==> src/escape_time_fractal_pixel_core_defines.svh <==
// Assertion macros shared by the escape-time pixel core modules
`ifndef ESCAPE_TIME_FRACTAL_PIXEL_CORE_DEFINES_SVH
`define ESCAPE_TIME_FRACTAL_PIXEL_CORE_DEFINES_SVH

// Same-cycle implication, sampled on aclk, off while in reset
`define EFTP_ASSERT_NOW(label, ante, cons, msg) \
    label: assert property (@(posedge aclk) disable iff (!aresetn) (ante) |-> (cons)) \
        else $error(msg);

// Next-cycle implication, sampled on aclk, off while in reset
`define EFTP_ASSERT_NEXT(label, ante, cons, msg) \
    label: assert property (@(posedge aclk) disable iff (!aresetn) (ante) |=> (cons)) \
        else $error(msg);

`endif

==> src/eftp_pkg.sv <==
// Shared types and constants of the escape-time pixel core
package eftp_pkg;

    // One pixel request
    typedef struct packed {
        logic [11:0] pixel_column;
        logic [11:0] pixel_row;
        logic        last_pixel;
    } eftp_pixel_in_t;

    // One pixel result
    typedef struct packed {
        logic [15:0] iteration_count;
        logic        escaped;
        logic [63:0] final_magnitude;
        logic        last_pixel_out;
    } eftp_pixel_out_t;

    // Configuration register file contents
    typedef struct packed {
        logic [63:0] x_origin;
        logic [63:0] y_origin;
        logic [63:0] x_step;
        logic [63:0] y_step;
        logic [15:0] iteration_limit;
    } eftp_cfg_t;

    // Control from the sequencer to the shared multiplier
    typedef struct packed {
        logic start;  // latch operands and begin a product
        logic frac;   // 1: drop the fraction bits of the product, 0: keep the integer product
    } eftp_mul_ctl_t;

    // Configuration register indexes
    localparam logic [7:0] CFG_X_ORIGIN        = 8'd0;
    localparam logic [7:0] CFG_Y_ORIGIN        = 8'd1;
    localparam logic [7:0] CFG_X_STEP          = 8'd2;
    localparam logic [7:0] CFG_Y_STEP          = 8'd3;
    localparam logic [7:0] CFG_ITERATION_LIMIT = 8'd4;

    localparam logic [15:0] ITERATION_LIMIT_RESET = 16'd256;

    // Escape threshold on |z|^2, integer part
    localparam logic [6:0] ESCAPE_LIMIT = 7'd100;

    // Fraction bits of the reported magnitude
    localparam int MAG_FRAC_BITS = 48;

endpackage

==> src/eftp_seq.sv <==
// Per-pixel sequencer: coordinate mapping, z iteration, escape test
`include "escape_time_fractal_pixel_core_defines.svh"

module eftp_seq
    import eftp_pkg::*;
#(
    parameter int COORD_FRAC_BITS = 60,
    localparam int W = 16 + COORD_FRAC_BITS,
    localparam int OPW = (W > 64) ? W : 64
) (
    input  logic                  aclk,
    input  logic                  aresetn,
    input  logic                  in_valid,
    input  eftp_pixel_in_t        in_item,
    output logic                  in_ready,
    input  eftp_cfg_t             cfg,
    output logic                  res_valid,
    input  logic                  res_ready,
    output eftp_pixel_out_t       res_item,
    output eftp_mul_ctl_t         mul_ctl,
    output logic signed [OPW-1:0] op_a,
    output logic signed [OPW-1:0] op_b,
    input  logic                  mul_done,
    input  logic signed [W-1:0]   mul_res
);

    localparam int F    = COORD_FRAC_BITS;
    localparam int RW   = W + 1;
    localparam int SW   = ((W > 64) ? W : 64) + 1;
    localparam int SATW = (SW > W + 2) ? SW : W + 2;
    localparam int SHR  = (F >= MAG_FRAC_BITS) ? F - MAG_FRAC_BITS : 0;
    localparam int SHL  = (F >= MAG_FRAC_BITS) ? 0 : MAG_FRAC_BITS - F;
    localparam logic signed [SATW-1:0] SAT_MAX = {{(SATW-W+1){1'b0}}, {(W-1){1'b1}}};
    localparam logic signed [SATW-1:0] SAT_MIN = {{(SATW-W+1){1'b1}}, {(W-1){1'b0}}};
    localparam logic [RW-1:0] LIMIT_MAG = RW'(ESCAPE_LIMIT) << F;

    typedef enum logic [3:0] {
        S_IDLE,
        S_CX,
        S_CY,
        S_SQX,
        S_SQY,
        S_CHECK,
        S_TY,
        S_XX,
        S_YY,
        S_DONE
    } state_t;

    state_t               state_reg, state_next;
    eftp_mul_ctl_t        ctl_reg, ctl_next;
    eftp_pixel_in_t       pix_reg, pix_next;
    logic signed [W-1:0]  cx_reg, cx_next;
    logic signed [W-1:0]  cy_reg, cy_next;
    logic signed [W-1:0]  x_reg, x_next;
    logic signed [W-1:0]  y_reg, y_next;
    logic signed [W-1:0]  t_reg, t_next;
    logic signed [W-1:0]  xs_reg, xs_next;
    logic signed [W-1:0]  ys_reg, ys_next;
    logic [RW-1:0]        radius_reg, radius_next;
    logic [15:0]          count_reg, count_next;

    logic                 esc_now;
    logic [RW+SHL-1:0]    mag_wide;
    logic signed [W-1:0]  coord_x;
    logic signed [W-1:0]  coord_y;
    logic signed [W-1:0]  y_iter;

    // Clamp a wide signed sum to the internal coordinate range
    function automatic logic signed [W-1:0] sat_w(input logic signed [SATW-1:0] v);
        if (v > SAT_MAX) begin
            return W'(SAT_MAX);
        end else if (v < SAT_MIN) begin
            return W'(SAT_MIN);
        end
        return W'(v);
    endfunction

    // Finish coordinates and the imaginary update from the multiplier result
    assign coord_x = sat_w(SATW'($signed(cfg.x_origin)) + SATW'(mul_res));
    assign coord_y = sat_w(SATW'($signed(cfg.y_origin)) + SATW'(mul_res));
    assign y_iter  = sat_w(SATW'(mul_res) + SATW'(cy_reg));

    assign esc_now = radius_reg > LIMIT_MAG;

    // Route multiplier operands for the current step
    always_comb begin
        case (state_reg)
            S_CX: begin
                op_a = OPW'($signed(cfg.x_step));
                op_b = OPW'(pix_reg.pixel_column);
            end
            S_CY: begin
                op_a = OPW'($signed(cfg.y_step));
                op_b = OPW'(pix_reg.pixel_row);
            end
            S_SQX: begin
                op_a = OPW'(cx_reg);
                op_b = OPW'(cx_reg);
            end
            S_SQY: begin
                op_a = OPW'(cy_reg);
                op_b = OPW'(cy_reg);
            end
            S_TY: begin
                op_a = OPW'(t_reg);
                op_b = OPW'(y_reg);
            end
            S_XX: begin
                op_a = OPW'(x_reg);
                op_b = OPW'(x_reg);
            end
            S_YY: begin
                op_a = OPW'(y_reg);
                op_b = OPW'(y_reg);
            end
            default: begin
                op_a = '0;
                op_b = '0;
            end
        endcase
    end

    // Advance the sequence
    always_comb begin
        state_next  = state_reg;
        ctl_next    = '0;
        pix_next    = pix_reg;
        cx_next     = cx_reg;
        cy_next     = cy_reg;
        x_next      = x_reg;
        y_next      = y_reg;
        t_next      = t_reg;
        xs_next     = xs_reg;
        ys_next     = ys_reg;
        radius_next = radius_reg;
        count_next  = count_reg;
        case (state_reg)
            S_IDLE: begin
                if (in_valid) begin
                    pix_next       = in_item;
                    state_next     = S_CX;
                    ctl_next.start = 1'b1;
                end
            end
            S_CX: begin
                if (mul_done) begin
                    cx_next        = coord_x;
                    state_next     = S_CY;
                    ctl_next.start = 1'b1;
                end
            end
            S_CY: begin
                if (mul_done) begin
                    cy_next        = coord_y;
                    x_next         = cx_reg;
                    y_next         = coord_y;
                    state_next     = S_SQX;
                    ctl_next.start = 1'b1;
                    ctl_next.frac  = 1'b1;
                end
            end
            S_SQX: begin
                if (mul_done) begin
                    xs_next        = mul_res;
                    state_next     = S_SQY;
                    ctl_next.start = 1'b1;
                    ctl_next.frac  = 1'b1;
                end
            end
            S_SQY: begin
                if (mul_done) begin
                    ys_next     = mul_res;
                    radius_next = '0;
                    count_next  = '0;
                    state_next  = S_CHECK;
                end
            end
            S_CHECK: begin
                if (esc_now || (count_reg >= cfg.iteration_limit)) begin
                    state_next = S_DONE;
                end else begin
                    t_next         = sat_w(SATW'(x_reg) + SATW'(x_reg));
                    x_next         = sat_w(SATW'(xs_reg) - SATW'(ys_reg) + SATW'(cx_reg));
                    state_next     = S_TY;
                    ctl_next.start = 1'b1;
                    ctl_next.frac  = 1'b1;
                end
            end
            S_TY: begin
                if (mul_done) begin
                    y_next         = y_iter;
                    state_next     = S_XX;
                    ctl_next.start = 1'b1;
                    ctl_next.frac  = 1'b1;
                end
            end
            S_XX: begin
                if (mul_done) begin
                    xs_next        = mul_res;
                    state_next     = S_YY;
                    ctl_next.start = 1'b1;
                    ctl_next.frac  = 1'b1;
                end
            end
            S_YY: begin
                if (mul_done) begin
                    ys_next     = mul_res;
                    radius_next = RW'($unsigned(xs_reg)) + RW'($unsigned(mul_res));
                    count_next  = count_reg + 16'd1;
                    state_next  = S_CHECK;
                end
            end
            S_DONE: begin
                if (res_ready) begin
                    state_next = S_IDLE;
                end
            end
            default: begin
                state_next = S_IDLE;
            end
        endcase
    end

    // Hold state, control and iteration registers
    always_ff @(posedge aclk) begin
        if (!aresetn) begin
            state_reg <= S_IDLE;
            ctl_reg   <= '0;
        end else begin
            state_reg  <= state_next;
            ctl_reg    <= ctl_next;
            pix_reg    <= pix_next;
            cx_reg     <= cx_next;
            cy_reg     <= cy_next;
            x_reg      <= x_next;
            y_reg      <= y_next;
            t_reg      <= t_next;
            xs_reg     <= xs_next;
            ys_reg     <= ys_next;
            radius_reg <= radius_next;
            count_reg  <= count_next;
        end
    end

    // Move |z|^2 to the reported fraction width
    assign mag_wide = (RW+SHL)'(radius_reg) << SHL;

    assign in_ready  = (state_reg == S_IDLE);
    assign res_valid = (state_reg == S_DONE);
    assign mul_ctl   = ctl_reg;

    always_comb begin
        res_item.iteration_count = count_reg;
        res_item.escaped         = esc_now;
        res_item.final_magnitude = 64'(mag_wide >> SHR);
        res_item.last_pixel_out  = pix_reg.last_pixel;
    end

    `EFTP_ASSERT_NOW(a_done_in_mul_step, (state_reg == S_IDLE) || (state_reg == S_CHECK) || (state_reg == S_DONE), !mul_done, "multiplier finished outside a multiply step")
    `EFTP_ASSERT_NEXT(a_count_step, (state_reg == S_YY) && mul_done, count_reg == $past(count_reg) + 16'd1, "iteration count did not advance by one")

endmodule

==> config.mk <==
export PLATFORM = sky130hd
export DESIGN_NAME = eftp_seq
export DESIGN_NICKNAME = d
export VERILOG_FILES = /design/src/eftp_pkg.sv /design/src/eftp_seq.sv
export VERILOG_INCLUDE_DIRS = /design/src /design/src/src
export SDC_FILE = /design/constraint.sdc
export NUM_CORES = 2
export LEC_CHECK = 0
export BUFFER_PORTS_ARGS = -buffer_cell sky130_fd_sc_hd__buf_2
export CELL_PAD_IN_SITES_DETAIL_PLACEMENT = 1
export CELL_PAD_IN_SITES_GLOBAL_PLACEMENT = 1
export CORE_ASPECT_RATIO = 1.4
export CORE_UTILIZATION = 46
export CTS_CLUSTER_SIZE = 28
export DETAILED_ROUTE_END_ITERATION = 6
export PLACE_DENSITY_LB_ADDON = 0.12
export RECOVER_POWER = 25
export SYNTH_ARGS = -nofsm -noshare
export SYNTH_HDL_FRONTEND = slang
export SYNTH_SLANG_ARGS = --single-unit
export TNS_END_PERCENT = 1
==> constraint.sdc <==
create_clock -name aclk -period 10.1 [get_ports aclk]
set_input_delay 2.02 -clock aclk [delete_from_list [all_inputs] [get_ports aclk]]
set_output_delay 2.02 -clock aclk [all_outputs]
set_load 0.01 [all_outputs]
==> impl_metrics.env <==
export IMPL_nFillCells=13900
export IMPL_post_drt_wl_per_cell_um=34.0
export IMPL_final_max_slew_viol_count=387
export IMPL_tns_ps=0
export IMPL_layout_min_cycle_time_ps=8370
export IMPL_end_kind="flop"
export IMPL_ios=616
export IMPL_rsz0062_at_grt="no"
export IMPL_syn_inst=6105
export IMPL_fin_cells=8144
export IMPL_first_iter_violations=5969
export IMPL_start_util_pct=46.3
export IMPL_clk_pin_slew_ps=70
export IMPL_antenna_found_initial=19
export IMPL_yosysTopAreaCellShare_pct=35.8
export IMPL_yosys_warnings=0
export IMPL_die_area_um2=120000
export IMPL_p_int_uw=6160
export IMPL_portBuffers=615
export IMPL_cts_root_buf="clkbuf_16"
export IMPL_crit_chain="clkbuf_1 -> ha_1 -> nand4_1 -> nor2_1 -> nand3_1 -> o221ai_2 -> o2111ai_1 -> a31oi_1 -> a21oi_1 -> o211a_1 -> xnor2_4 -> nand2_4 -> o21ai_1"
export IMPL_finalPower_uw=10300
export IMPL_critPathSlowestCell="nor2_1"
export IMPL_leakagePower_uw=0.0262
export IMPL_p_per_area_nw_per_um2=169
export IMPL_avgSynthCellArea_um2=8.94
export IMPL_ys_types=93
export IMPL_fin_util_pct=51.8
export IMPL_globalplace_congestion=1.06
export IMPL_required_ps=10600
export IMPL_hold_class="reg -> reg"
export IMPL_cts_repair_resized=0
export IMPL_cts_setup_buffers=0
export IMPL_largest_reg_flops=77
export IMPL_swShare_pct=40.2
export IMPL_clockBufferDepth=3
export IMPL_die_w_um=293
export IMPL_max_vdd_ir_drop_mv=0.126
export IMPL_fmax_mhz=120
export IMPL_hpwl_um=217000
export IMPL_syn_to_final_growth_pct=11.8
export IMPL_synth_top_flop_cell="edfxtp_1"
export IMPL_yosysTopAreaCell="edfxtp_1"
export IMPL_pwr_share_comb_pct=38.8
export IMPL_power_clock_fraction_pct=28.6
export IMPL_cap_viol_max_count=11
export IMPL_synth_area_um2=54600
export IMPL_critPathLaunchType="input port"
export IMPL_grt_max_degree=65
export IMPL_routed_wl_um=277000
export IMPL_grt_overflow_total=0
export IMPL_ys_seq_area_share_pct=36.0
export IMPL_die_h_um=410
export IMPL_viasPerCell=6.72
export IMPL_setup_violations=0
export IMPL_dpl_cell_count=7995
export IMPL_drc=6
export IMPL_final_cell_mix="818 x nand2_1, 650 x edfxtp_1, 537 x buf_2, 520 x a21oi_1, 443 x inv_1"
export IMPL_status="complete, but fails checks"
export IMPL_hold_buffers=0
export IMPL_layout_commonest_cell="nand2_1"
export IMPL_synthArstFlopShare_pct=0
export IMPL_violations="DRC, capacitance limit, slew limit"
export IMPL_ys_seq_elements=656
export IMPL_cts_tree="done"
export IMPL_grt_pass1_wl_um=391000
export IMPL_critPathKind="in -> reg"
export IMPL_finalCritPeriodShare_pct=82.8
export IMPL_h_tree_depth=3
export IMPL_max_stage_delay_ps=940
export IMPL_nets=7346
export IMPL_synth_edff_count=650
export IMPL_switchingPower_uw=4150
export IMPL_numCtsBuffers=75
export IMPL_skew_ps=41.5
export IMPL_cp_max_fo=64
export IMPL_drt_pass1_iterations=7
export IMPL_drive_gt1_share_pct=12.3
export IMPL_insertion_delay_ps=710
export IMPL_p_seq_share_pct=32.6
export IMPL_hold_viol_final=0
export IMPL_num_rows=149
export IMPL_relSlewSlack_pct=-126
export IMPL_core_um2=118000
export IMPL_cp_arrival_ps=8860
export IMPL_synthTopCellsByArea="edfxtp_1 36%, ha_1 9.2%, nand2_1 5.6%"
export IMPL_ant_nets=0
export IMPL_grt_pass1_vias=55900
export IMPL_clock_sinks=656
export IMPL_syn_num_nets=6963
export IMPL_tightest_slew_ps=3390
export IMPL_vias=54700
export IMPL_grt_total_usage_pct=45.2
## final cells by class
type / count / area [µm²] / area share, %
clock inverters: 51 / 582 / 0.953
flip-flops and latches: 656 / 19600 / 32.2
well taps: 1585 / 1980 / 3.25
inverters: 443 / 1660 / 2.72
clock buffers: 84 / 1910 / 3.13
repair buffers: 697 / 3630 / 5.94
multi-input cells: 4615 / 31600 / 51.8
diodes: 13 / 32.5 / 0.0533
## synth_stat cells, types with 129 or more instances
cell and number:
a21oi_1 521, o21ai_0 235, a22oi_1 202, edfxtp_1 650, nor2_1 324, nand3_1 154, nand2_1 820, xnor2_1 206
inv_1 443, clkbuf_1 236, ha_1 400, a21o_1 230, xor2_1 129
## cell families (layout without fill, tap and decap cells)
group                      after synthesis  in the layout  synth area share [%]
AOI/OAI and AO/OA                     1964           1964                  24.5
and+or+nand+nor                       1812           1812                  15.1
buffers and inverters                  834           1275                  6.44
DFF                                    656            656                  36.0
adders and majority gates              491            491                  12.3
xor gates and xnor gates               336            336                  5.43
muxes                                   12             12                 0.222
other                                    0             13                     0
## routing by layer
| metal | vias to the layer above | wire, µm | global-route usage (%) |
|---|---|---|---|
| met2 | 3318 | 129000 | 74.1 |
| met1 | 27000 | 94400 | 49.6 |
| met5 | - | 60 | 0 |
| met4 | 8 | 28100 | 38.9 |
| li1 | 23400 | - | - |
| met3 | 1040 | 25600 | 9.66 |
## power by group through the flow
stage	registers (µW)	clock network [µW]	logic, µW
after floorplan	3340	0	2340
after global placement	3410	0	3800
after detailed placement	3410	0	3860
after CTS	3350	2950	3890
after global routing	3370	3030	4200
final	3360	2950	4010
## through the flow
stage / setup WS, ps / cell area (µm²) / hold slack (ps)
4_1_cts: 2030 / 61100 / 558
3_5_place_dp: 1320 / 58700 / 540
6_report: 1730 / 61000 / 560
5_1_grt: 1860 / 61000 / 584
2_1_floorplan: 1030 / 54600 / 517
3_3_place_gp: 852 / 58600 / 522
## worst max-delay path: cells and delay by family
kind / cells / cell delay (ps)
AOI/OAI and AO/OA: 6 / 2840
and+or+nand+nor: 4 / 2470
adders and majority gates: 1 / 610
xor gates and xnor gates: 1 / 570
buffers and inverters: 1 / 260
## worst paths after layout
check / slack, ps / startpoint / cells past startpoint / end
worst max-delay path: 1730 / mul_res[18] / 13 / cx_reg[23]
worst min-delay path: 560 / x_reg[0] / 2 / t_reg[1]
worst max register to register: 2650 / x_reg[74] / 4 / t_reg[11]
worst min register to register: 560 / x_reg[0] / 2 / t_reg[1]
No activity file was read; power rests on OpenSTA's default activity.
